==> config.mk <==
export PLATFORM = sky130hd
export DESIGN_NAME = one_shot_timer_bank
export DESIGN_NICKNAME = d
export VERILOG_FILES = /design/src/ots_pkg.sv /design/src/ots_cell.sv /design/src/one_shot_timer_bank.sv
export SDC_FILE = /design/constraint.sdc
export NUM_CORES = 2
export LEC_CHECK = 0
export CAP_MARGIN = 10
export CORE_MARGIN = 4
export CORE_UTILIZATION = 50
export CTS_CLUSTER_DIAMETER = 30
export CTS_CLUSTER_SIZE = 16
export DETAILED_ROUTE_END_ITERATION = 10
export DONT_BUFFER_PORTS = 1
export HOLD_SLACK_MARGIN = 0.05
export PLACE_DENSITY = 0.64
export SYNTH_ARGS = -nofsm -noshare
export SYNTH_HDL_FRONTEND = slang
export SYNTH_SLANG_ARGS = --single-unit
export TNS_END_PERCENT = 20
==> constraint.sdc <==
create_clock -name clk_i -period 11 [get_ports clk_i]
set_input_delay 2.2 -clock clk_i [delete_from_list [all_inputs] [get_ports clk_i]]
set_output_delay 2.2 -clock clk_i [all_outputs]
set_load 0.005 [all_outputs]
==> src/ots_pkg.sv <==
package ots_pkg;

  // Field widths of the item and result payloads
  localparam int OP_W    = 2;
  localparam int DELAY_W = 16;
  localparam int SLOT_W  = 5;
  localparam int KIND_W  = 2;
  localparam int REG_W   = 11;
  localparam int TIME_W  = 27;
  localparam int DEC_W   = 21;
  localparam int CFG_IDX_W = 1;

  // Operation codes
  localparam logic [OP_W-1:0] OP_ARM    = 2'd0;
  localparam logic [OP_W-1:0] OP_CANCEL = 2'd1;
  localparam logic [OP_W-1:0] OP_TICK   = 2'd2;

  // Result kinds
  localparam logic [KIND_W-1:0] KIND_ARMED   = 2'd0;
  localparam logic [KIND_W-1:0] KIND_FULL    = 2'd1;
  localparam logic [KIND_W-1:0] KIND_EXPIRED = 2'd2;

  // Configuration register indexes
  localparam logic [CFG_IDX_W-1:0] REG_CLOCK_RATE = 1'b0;
  localparam logic [CFG_IDX_W-1:0] REG_TICK_STEP  = 1'b1;

  localparam logic [REG_W-1:0] CLOCK_RATE_RESET = 11'd128;
  localparam logic [REG_W-1:0] TICK_STEP_RESET  = 11'd1;

  // Clock ticks are kept in units of 1/1000 tick
  localparam logic [DEC_W-1:0] TICK_SCALE = 21'd1000;

  typedef struct packed {
    logic [OP_W-1:0]    operation;
    logic [DELAY_W-1:0] delay_ms;
    logic [SLOT_W-1:0]  slot_id;
  } in_item_t;

  typedef struct packed {
    logic [KIND_W-1:0] result_kind;
    logic [SLOT_W-1:0] slot;
    logic              last;
  } result_t;

  // Token that walks the cell row, one cell per cycle
  typedef struct packed {
    logic valid;
    logic is_arm;
    logic pending;
  } tok_t;

  // Broadcast controls shared by every cell
  typedef struct packed {
    logic               cancel;
    logic [SLOT_W-1:0]  slot_id;
    logic [TIME_W-1:0]  arm_time;
    logic [DEC_W-1:0]   dec;
  } cell_ctl_t;

endpackage

==> src/ots_cell.sv <==
module ots_cell #(
  parameter int Idx = 0
) (
  input  logic              clk_i,
  input  logic              rst_ni,
  input  ots_pkg::cell_ctl_t ctl_i,
  input  ots_pkg::tok_t     tok_i,
  output ots_pkg::tok_t     tok_o,
  output logic              hit_o
);

  logic                          busy_q, busy_d;
  logic [ots_pkg::TIME_W-1:0]    time_q, time_d;
  logic [ots_pkg::TIME_W-1:0]    dec_ext;
  logic [ots_pkg::TIME_W-1:0]    time_sub;
  logic                          expired;
  logic                          claim;
  logic                          fire;
  logic                          cancel_me;
  ots_pkg::tok_t                 tok_q, tok_d;

  // Saturating decrement and expiry test for this slot
  assign dec_ext  = ots_pkg::TIME_W'(ctl_i.dec);
  assign time_sub = (time_q > dec_ext) ? (time_q - dec_ext) : '0;
  assign expired  = time_sub < dec_ext;

  assign cancel_me = ctl_i.cancel && (int'(ctl_i.slot_id) == Idx);
  assign claim = tok_i.valid && tok_i.is_arm && tok_i.pending && !busy_q;
  assign fire  = tok_i.valid && !tok_i.is_arm && busy_q && expired;

  // Update slot state as the token passes, clear on cancel
  always_comb begin
    busy_d = busy_q;
    time_d = time_q;
    tok_d  = tok_i;
    if (cancel_me) begin
      busy_d = 1'b0;
    end
    if (claim) begin
      busy_d        = 1'b1;
      time_d        = ctl_i.arm_time;
      tok_d.pending = 1'b0;
    end
    if (tok_i.valid && !tok_i.is_arm && busy_q) begin
      time_d = time_sub;
      if (expired) begin
        busy_d = 1'b0;
      end
    end
  end

  always_ff @(posedge clk_i or negedge rst_ni) begin
    if (!rst_ni) begin
      busy_q <= 1'b0;
      tok_q  <= '0;
    end else begin
      busy_q <= busy_d;
      tok_q  <= tok_d;
    end
  end

  // Remaining time needs no reset
  always_ff @(posedge clk_i) begin
    time_q <= time_d;
  end

  assign tok_o = tok_q;
  assign hit_o = claim || fire;

endmodule

==> src/one_shot_timer_bank.sv <==
// Bank of SLOT_COUNT one-shot timers.
// Input: an item (operation, delay_ms, slot_id) is taken when start is high
// and busy is low. Arm claims the lowest free slot and loads delay_ms times
// clock_rate; cancel frees slot_id at once; tick takes tick_step*1000 off every
// busy slot and frees each slot left below one step.
// Results: result_valid_o marks result_o for one cycle; there is no stall.
// Arm gives exactly one result (armed or full). Tick gives one result per
// expired slot in ascending slot order, last set on the final one; none if
// nothing expires. Cancel gives none.
// Timing: a token walks the row of cells one cell per clock, so busy stays high
// while the token of an arm or tick is in the row, and the next item can be
// taken once it has left; an arm result for slot i is registered when the
// token reaches cell i. A cancel launches no token.
// Config: cfg_we_i writes clock_rate (index 0) or tick_step (index 1); the user
// must write them only while busy is low, which the block does not enforce.
// Reset: all slots free, clock_rate 128, tick_step 1.
module one_shot_timer_bank #(
  parameter int SLOT_COUNT = 32
) (
  input  logic                            clk_i,
  input  logic                            rst_ni,
  input  logic                            start,
  output logic                            busy,
  input  ots_pkg::in_item_t               item_i,
  output logic                            result_valid_o,
  output ots_pkg::result_t                result_o,
  input  logic                            cfg_we_i,
  input  logic [ots_pkg::CFG_IDX_W-1:0]   cfg_index_i,
  input  logic [ots_pkg::REG_W-1:0]       cfg_data_i
);

  localparam int SlotW = ots_pkg::SLOT_W;

  logic [ots_pkg::REG_W-1:0]  clock_rate_q, tick_step_q;
  logic [ots_pkg::TIME_W-1:0] arm_time_q;
  logic [ots_pkg::DEC_W-1:0]  dec_q;
  logic                       op_arm_q;
  ots_pkg::tok_t              tok0_q, tok0_d;
  ots_pkg::tok_t              tok_chain [SLOT_COUNT+1];
  ots_pkg::tok_t              tok_exit;
  logic [SLOT_COUNT-1:0]      hit_vec;
  logic [SLOT_COUNT-1:0]      tok_valid_vec;
  logic                       any_hit;
  logic [SlotW-1:0]           hit_slot;
  ots_pkg::cell_ctl_t         ctl;
  logic                       accept;
  logic                       hold_valid_q, hold_valid_d;
  logic [SlotW-1:0]           hold_slot_q, hold_slot_d;
  logic                       res_valid_q, res_valid_d;
  ots_pkg::result_t           res_q, res_d;

  assign accept = start && !busy;

  // Configuration registers
  always_ff @(posedge clk_i or negedge rst_ni) begin
    if (!rst_ni) begin
      clock_rate_q <= ots_pkg::CLOCK_RATE_RESET;
      tick_step_q  <= ots_pkg::TICK_STEP_RESET;
    end else if (cfg_we_i) begin
      case (cfg_index_i)
        ots_pkg::REG_CLOCK_RATE: clock_rate_q <= cfg_data_i;
        ots_pkg::REG_TICK_STEP:  tick_step_q  <= cfg_data_i;
        default: ;
      endcase
    end
  end

  // Launch the token into the cell row
  always_comb begin
    tok0_d         = '0;
    tok0_d.valid   = accept && ((item_i.operation == ots_pkg::OP_ARM) ||
                                (item_i.operation == ots_pkg::OP_TICK));
    tok0_d.is_arm  = item_i.operation == ots_pkg::OP_ARM;
    tok0_d.pending = item_i.operation == ots_pkg::OP_ARM;
  end

  always_ff @(posedge clk_i or negedge rst_ni) begin
    if (!rst_ni) begin
      tok0_q <= '0;
    end else begin
      tok0_q <= tok0_d;
    end
  end

  // Scale delay and step once per item
  always_ff @(posedge clk_i) begin
    if (accept) begin
      arm_time_q <= ots_pkg::TIME_W'(item_i.delay_ms) * ots_pkg::TIME_W'(clock_rate_q);
      dec_q      <= ots_pkg::DEC_W'(tick_step_q) * ots_pkg::TICK_SCALE;
      op_arm_q   <= item_i.operation == ots_pkg::OP_ARM;
    end
  end

  always_comb begin
    ctl          = '0;
    ctl.cancel   = accept && (item_i.operation == ots_pkg::OP_CANCEL);
    ctl.slot_id  = item_i.slot_id;
    ctl.arm_time = arm_time_q;
    ctl.dec      = dec_q;
  end

  // Row of timer cells
  assign tok_chain[0] = tok0_q;

  for (genvar g = 0; g < SLOT_COUNT; g++) begin : g_cell
    ots_cell #(
      .Idx(g)
    ) u_cell (
      .clk_i (clk_i),
      .rst_ni(rst_ni),
      .ctl_i (ctl),
      .tok_i (tok_chain[g]),
      .tok_o (tok_chain[g+1]),
      .hit_o (hit_vec[g])
    );
    assign tok_valid_vec[g] = tok_chain[g+1].valid;
  end

  assign tok_exit = tok_chain[SLOT_COUNT];
  assign any_hit  = |hit_vec;

  // Slot number of the single hitting cell
  always_comb begin
    hit_slot = '0;
    for (int i = 0; i < SLOT_COUNT; i++) begin
      if (hit_vec[i]) begin
        hit_slot = hit_slot | SlotW'(i);
      end
    end
  end

  // Hold one expiration back so the final one can carry last
  always_comb begin
    res_valid_d  = 1'b0;
    res_d        = '0;
    hold_valid_d = hold_valid_q;
    hold_slot_d  = hold_slot_q;
    if (any_hit && op_arm_q) begin
      res_valid_d       = 1'b1;
      res_d.result_kind = ots_pkg::KIND_ARMED;
      res_d.slot        = hit_slot;
      res_d.last        = 1'b1;
    end else if (any_hit) begin
      res_valid_d       = hold_valid_q;
      res_d.result_kind = ots_pkg::KIND_EXPIRED;
      res_d.slot        = hold_slot_q;
      res_d.last        = 1'b0;
      hold_valid_d      = 1'b1;
      hold_slot_d       = hit_slot;
    end else if (tok_exit.valid && tok_exit.is_arm && tok_exit.pending) begin
      res_valid_d       = 1'b1;
      res_d.result_kind = ots_pkg::KIND_FULL;
      res_d.slot        = '0;
      res_d.last        = 1'b1;
    end else if (tok_exit.valid && !tok_exit.is_arm && hold_valid_q) begin
      res_valid_d       = 1'b1;
      res_d.result_kind = ots_pkg::KIND_EXPIRED;
      res_d.slot        = hold_slot_q;
      res_d.last        = 1'b1;
      hold_valid_d      = 1'b0;
    end
  end

  always_ff @(posedge clk_i or negedge rst_ni) begin
    if (!rst_ni) begin
      hold_valid_q <= 1'b0;
      res_valid_q  <= 1'b0;
    end else begin
      hold_valid_q <= hold_valid_d;
      res_valid_q  <= res_valid_d;
    end
  end

  always_ff @(posedge clk_i) begin
    hold_slot_q <= hold_slot_d;
    res_q       <= res_d;
  end

  assign busy           = tok0_q.valid || (|tok_valid_vec) || hold_valid_q;
  assign result_valid_o = res_valid_q;
  assign result_o       = res_q;

`ifndef SYNTHESIS
  a_one_hit: assert property (@(posedge clk_i) disable iff (!rst_ni)
    $onehot0(hit_vec))
    else $error("more than one cell hit in a cycle");

  a_one_token: assert property (@(posedge clk_i) disable iff (!rst_ni)
    $onehot0({tok_valid_vec, tok0_q.valid}))
    else $error("more than one token in the cell row");

  a_busy_after_walk: assert property (@(posedge clk_i) disable iff (!rst_ni)
    (accept && tok0_d.valid) |=> busy)
    else $error("busy low after a walking item was taken");

  a_arm_last: assert property (@(posedge clk_i) disable iff (!rst_ni)
    (result_valid_o && (result_o.result_kind != ots_pkg::KIND_EXPIRED)) |-> result_o.last)
    else $error("arm result without last");
`endif

endmodule
======== Word level (Yosys, flattened, before mapping) ========
Cells that the tools add are included.
storage, ports and cells
  flip-flop bits (word level) ............. 1,077
  bits in latches ......................... 0
  RAM bits ................................ 0
  ROM bits ................................ 0
  input bits .............................. 39
  output and inout port bits .............. 10
  logic and storage cells ................. 1,037
  memories kept ........................... 0
operators by class
  add/sub/neg operators ................... 32
  multipliers ............................. 2
  div/mod/pow operators ................... 0
  magnitude comparators ................... 64
  equal/unequal tests ..................... 36
  shifts and indexed selects .............. 0
  mux-type cells .......................... 354
  bitwise gates (word level) .............. 1
  reduce and logical (&&, ||, !) cells .... 375
operators by type and width
  kind                     count
  $mux W27                 96
  $gt A27 B21 Y1           32
  $lt A27 B21 Y1           32
  $sub A27 B21 Y27         32
  $logic_and A1 B1 Y1      232
  $mux W1                  212
  $mux W5                  18
  $eq A5 B5 Y1 const B     16
  $mux W8                  9
  $logic_not A1 Y1         66
  $reduce_bool A2 Y1       33
  $reduce_or A32 Y1        2
  $mux W11                 4
  $eq A5 B4 Y1 const B     8
  $logic_or A1 B1 Y1       35
  $mux W4                  8
  $mul A16 B11 Y27         1
  $eq A5 B3 Y1 const B     4
  $mul A11 B7 Y18 const B  1
  $mux W3                  4
  $eq A5 B2 Y1 const B     2
  $mux W6                  1
  $reduce_and A2 Y1        3
  $eq A5 B1 Y1 const B     1
  11 further kinds         12

======== Longest topological paths before layout ========
  depth after elaboration ................. 38
  depth in mapped cells ................... 29
  gate-level depth less buffers ........... 28

======== Cells and area by module ========
Synthesis repeated with hierarchy kept, for this count alone.
second synthesis, totals
  cells, all modules ...................... 13,456
  area, all modules ....................... 116,061.3 µm²
modules (own cells, without submodules)
  module                            instances  cells each  area each (µm²)  sequential area each (µm²)
  ots_cell (g_cell[21].u_cell ...)  4          393         3,304.4          910.9
  ots_cell (g_cell[17].u_cell ...)  4          393         3,303.2          910.9
  one_shot_timer_bank               1          1,033       10,561.4         2,344.7
  ots_cell (g_cell[29].u_cell ...)  3          384         3,289.4          910.9
  ots_cell (g_cell[20].u_cell ...)  2          392         3,301.9          910.9
  ots_cell (g_cell[4].u_cell ...)   2          383         3,290.7          910.9
  ots_cell (g_cell[13].u_cell ...)  2          378         3,226.8          910.9
  ots_cell (g_cell[6].u_cell)       1          400         3,447.1          910.9
  ots_cell (g_cell[5].u_cell)       1          411         3,418.3          910.9
  ots_cell (g_cell[28].u_cell)      1          382         3,309.4          910.9
  ots_cell (g_cell[10].u_cell)      1          393         3,306.9          910.9
  ots_cell (g_cell[1].u_cell)       1          393         3,305.7          910.9
  ots_cell (g_cell[0].u_cell)       1          392         3,303.2          910.9
  ots_cell (g_cell[19].u_cell)      1          393         3,301.9          910.9
  8 more rows                       -          -           -                -

======== Least setup slack after synthesis ========
Ideal clock, no wire load.
  kind .................................... register to register
  start point ............................. reg dec_q[4] (netlist name)
  end point ............................... reg res_q, in the netlist result_o[1]
  arrival time ............................ 7.751 ns
  data required time ...................... 10.894 ns
  path slack .............................. 3.143 ns
  cell stages (with the launch flop) ...... 27
  path buffers ............................ 1
  period minus slack after synthesis ...... 7.857 ns
  path through ............................ edfxtp_1 -> inv_1 -> ha_1 -> nor2b_1 -> o31ai_1 -> a31oi_1 -> a21oi_1 -> o21ai_0 -> a21oi_1 -> o21bai_1 -> a21oi_1 -> xnor2_1 -> and2_1 -> ha_1 -> nand3_1 -> or4_1 -> o21ai_0 -> nor3_1 -> nand4_1 -> o41ai_1 -> nand2b_1 -> nor4b_2 -> and4_1 -> nand3b_1 -> buf_6 -> or4_1 -> o311ai_0
RTL lines
  what                    line                        text
  from (decl)             one_shot_timer_bank.sv:36   logic [ots_pkg::DEC_W-1:0] dec_q;
  from (signal assigned)  one_shot_timer_bank.sv:89   dec_q <= ots_pkg::DEC_W'(tick_step_q) * ots_pkg::TICK_SCALE;
  to (signal assigned)    one_shot_timer_bank.sv:176  res_q <= res_d;
  to (decl)               one_shot_timer_bank.sv:50   ots_pkg::result_t res_q, res_d;

======== Final worst setup path ========
  start point ............................. reg dec_q[3] (netlist name)
  end point ............................... reg hold_slot_q[3] (enable)
on the way
  longest elaborated chain between the ends .. 9
  elaborated cells on any way between the ends .. 197
  those cells by class .................... add/sub (32); order compare (64); mux (32); bitwise (1); reduce/logical (68)
RTL lines
  what                                                               line                        text
  $sub A27 B21 Y27 / $gt A27 B21 Y1 (equally long branches)          ots_cell.sv:24              assign time_sub = (time_q > dec_ext) ? (time_q - dec_ext) : '0;
  $mux W27                                                           ots_cell.sv:24
  $lt A27 B21 Y1                                                     ots_cell.sv:25              assign expired = time_sub < dec_ext;
  $logic_and A1 B1 Y1                                                ots_cell.sv:29              assign fire = tok_i.valid && !tok_i.is_arm && busy_q && expired;
  $logic_or A1 B1 Y1                                                 ots_cell.sv:68              assign hit_o = claim || fire;
  $reduce_or A32 Y1 *                                                one_shot_timer_bank.sv:120  assign any_hit = |hit_vec;
  $logic_and A1 B1 Y1                                                one_shot_timer_bank.sv:138  if (any_hit && op_arm_q) begin
  $reduce_bool A2 Y1 (no line) / $not A1 Y1 (equally long branches)  -
  $reduce_and A2 Y1 (no line) *                                      -
  to (signal assigned)                                               one_shot_timer_bank.sv:175  hold_slot_q <= hold_slot_d;
  to (decl)                                                          one_shot_timer_bank.sv:48   logic [SlotW-1:0] hold_slot_q, hold_slot_d;
Every way passes the cells marked *; elsewhere a longest branch is shown, timed or not.
A chain may end at the register's enable or synchronous reset.

==> out/qor.yml <==
placement:
  hpwlAfterDp_um: 224000
  globalplace.congestion: 0.941
  preCtsSetupSlack_ps: 2880
  io_buffer_count: 0
grt:
  grt_util_all_layers_pct: 31.1
  grt_pass1_wl_um: 510000
  antenna_found_initial: 17
  grt_max_degree: 155
  grt_pass1_vias: 86200
  grt-ovfl-total: 0
detailed_routing:
  drtAntennaViolNets: 0
  routedWlPerCell_um: 24.2
  routed_wl_um: 337000
  drc_errors: 0
  dr.pass1.iters: 6
  viasPerCell: 6.37
  dr_total_vias: 88800
  drt_iter0_markers: 8440
pwr:
  p_per_area_mw_per_mm2: 344
  irDropWorstVdd_mv: 0.309
  p_total_mw: 39.6
  p_leak_nw: 48.1
synth:
  synth-seq-cells: 1077
  netlist_area_mm2: 0.101
  syn_area_per_cell_um2: 9.22
  synthFlopType: "edfxtp_1"
  ys_seq_area_share_pct: 31.1
  syn_inst: 11000
  synthArstFlopShare_pct: 14.3
  yosysWarningCount: 0
  synth_cell_types: 110
  synth_nets: 12400
  synth_edf_count: 915
floorplanning:
  start_util_pct: 50.5
  row_count: 164
  core_mm2: 0.200
  io_pins: 49
  die-area_mm2: 0.210
  die_x_um: 458
  dieHeight_um: 458
cells_and_area:
  layout-drive-gt1-share_pct: 9.83
  synthToLayoutAreaGrowth_pct: 13.6
  fin_nets: 12500
  final_common_cell: "ha_1"
  layout_common_cells: "ha_1 (1228), nand2_1 (1095), edfxtp_1 (915), nor2_1 (806), a21oi_1 (701)"
clock_tree:
  post-cts-setup-buffer-count: 0
  clock-sinks: 1077
  cts_resized: 0
  cts_tree: "built"
  clock-root-buffer: "clkbuf_16"
  clockBufferDepth: 4
  numCtsBuffers: 322
  htree_levels: 5
  insertion_delay_ps: 940
  cts.clk_slew.worst_paths_ps: 50
  postCtsHoldBufs: 0
sta:
  rsz0062_at_grt: "false"
  slew_headroom_pct: 16.9
  drv_slew: 0
  hold_violations: 0
  period_share_pct: 74.5
  tightest_slew_ps: 1250
  timing.fmax_mhz: 122
  setup_viol: 0
  finalWorstSetupSlack_ps: 2810
  finalCriticalPeriod_ps: 8190
  finClkSkew_ps: 92.3
  fin_setup_tns_ps: 0
critical_path:
  cp_max_fo: 32
  critPathLaunchType: "flop"
  path_class: "flop to flop"
  worstSetupEndpointType: "flop"
  crit_arrival_ps: 8770
  critPathRequiredTime_ps: 11580
run_status:
  status: "complete, no violations"
job:
  max_cap_viol_count: 0
worst_hold_path:
  hold_class: "flop to flop"
-- metal layers --
metal | part of all wire (%) | vias up | global-route usage [%]
met1 | 42 | 43000 | 41.2
met4 | 5.2 | 6 | 14.8
li1 | - | 41300 | -
met3 | 8.3 | 863 | 5.03
met2 | 45 | 3692 | 49.6
met5 | 0.012 | - | 0
-- registers in the layout (all words and copies together), names as in the netlist, 5 cells and up --
signal / flops
clock_rate_q: 11
g_cell.u_cell.time_q: 864
g_cell.u_cell.tok_o: 96
result_o: 8
g_cell.u_cell.busy_q: 32
tick_step_q: 11
hold_slot_q: 5
dec_q: 18
arm_time_q: 27
-- final timing paths --
| check | startpoint | to | slack (ps) | cells after the start |
|---|---|---|---|---|
| max reg2reg | dec_q[3] | hold_slot_q[3] | 2810 | 26 |
| min in group asynchronous | rst_ni | clock_rate_q[6] | 1030 | 0 |
| min | g_cell[16].u_cell.tok_o[1] | g_cell[17].u_cell.tok_o[1] | 380 | 0 |
| max in group asynchronous | rst_ni | g_cell[27].u_cell.tok_o[0] | 9650 | 0 |
| max | dec_q[3] | hold_slot_q[3] | 2810 | 26 |
| min reg2reg | g_cell[16].u_cell.tok_o[1] | g_cell[17].u_cell.tok_o[1] | 380 | 0 |
-- power by group --
group          internal (mW)  total [mW]  switching, mW  leakage, nW
Combinational           9.68        24.8           15.1         32.7
Clock                   6.31        9.02           2.70         5.07
Sequential              5.48        5.80          0.315         10.2
Total                   21.5        39.6           18.1         48.1
-- layout make-up --
cell class,instances,area (um^2)
Fill cell,17400,85600
Multi-Input combinational cell,9015,66500
Sequential cell,1077,31500
Clock buffer,377,8550
Tap cell,2656,3320
Clock inverter,178,1910
Inverter,454,1770
Timing Repair Buffer,162,1370
Antenna cell,14,35.0
-- stage by stage --
stage                     instance area [um^2]  util, %  hold WS (ps)  cells
after floorplan                         101000        -           366  11000
after global placement                  104000     52.1           377  13400
after detailed placement                104000     52.1           377  13400
after CTS                               115000     57.3           386  13900
after global routing                    115000     57.3           395  13900
final                                   115000     57.3           384  13900
-- cells by family after synthesis --
logic type	synth area share, %
xor+xnor	5.12
fa+ha+maj	19.0
flops	31.1
compound gates	20.2
mux	3.53
buf+inv	3.27
simple gates	17.8
-- cell usage after synthesis, types with 27 or more instances --
cell type,n,share of area (%)
nand4b_1,55,0.48
nor4_1,84,0.52
or4_1,31,0.23
o21bai_1,93,0.69
inv_1,452,1.7
a2111oi_0,36,0.31
nand3b_1,43,0.32
nor3_1,249,1.2
a21o_1,377,2.8
nand3_1,197,0.97
a21oi_1,704,3.5
and2_1,336,2.1
o21a_1,126,0.94
o31a_1,43,0.37
clkbuf_1,389,1.4
dfrtp_1,152,3.8
and3_1,73,0.45
o31ai_1,422,3.1
nor2_1,806,3.0
a31o_2,27,0.23
or2_2,58,0.36
o21ai_0,552,2.7
or3_1,77,0.48
o211ai_1,84,0.62
xor2_1,204,1.8
mux2_2,300,3.3
nor2b_1,128,0.79
a31oi_1,75,0.46
nand4_1,163,1.0
xnor2_1,387,3.4
a211oi_1,129,0.96
fa_1,191,3.8
a211o_1,44,0.38
ha_1,1228,15
buf_1,27,0.10
a21boi_0,31,0.23
nand2_1,1095,4.1
nand2b_1,113,0.70
edfxtp_1,915,27
a22o_1,32,0.28
-- worst max-delay path, stage by stage (launching register included) --
cell      delay (ps)
edfxtp_1         550
buf_12           360
ha_1             240
inv_1             60
fa_1             420
a211oi_1         310
o21ai_0          290
a21boi_1         280
o31a_1           250
o21ai_1          210
a21oi_1          590
buf_4            340
nor3_1           100
ha_1             300
a21o_1           160
a21o_1           170
a21oi_1          160
o21ai_0          170
nand3_1          130
nand4_1           80
a311o_1          340
o31ai_1          950
nor3_1           360
and4b_1          330
nand3_2          170
nor2_2           130
nor2_1           380
Note: power is estimated with default switching activity, not from simulation.
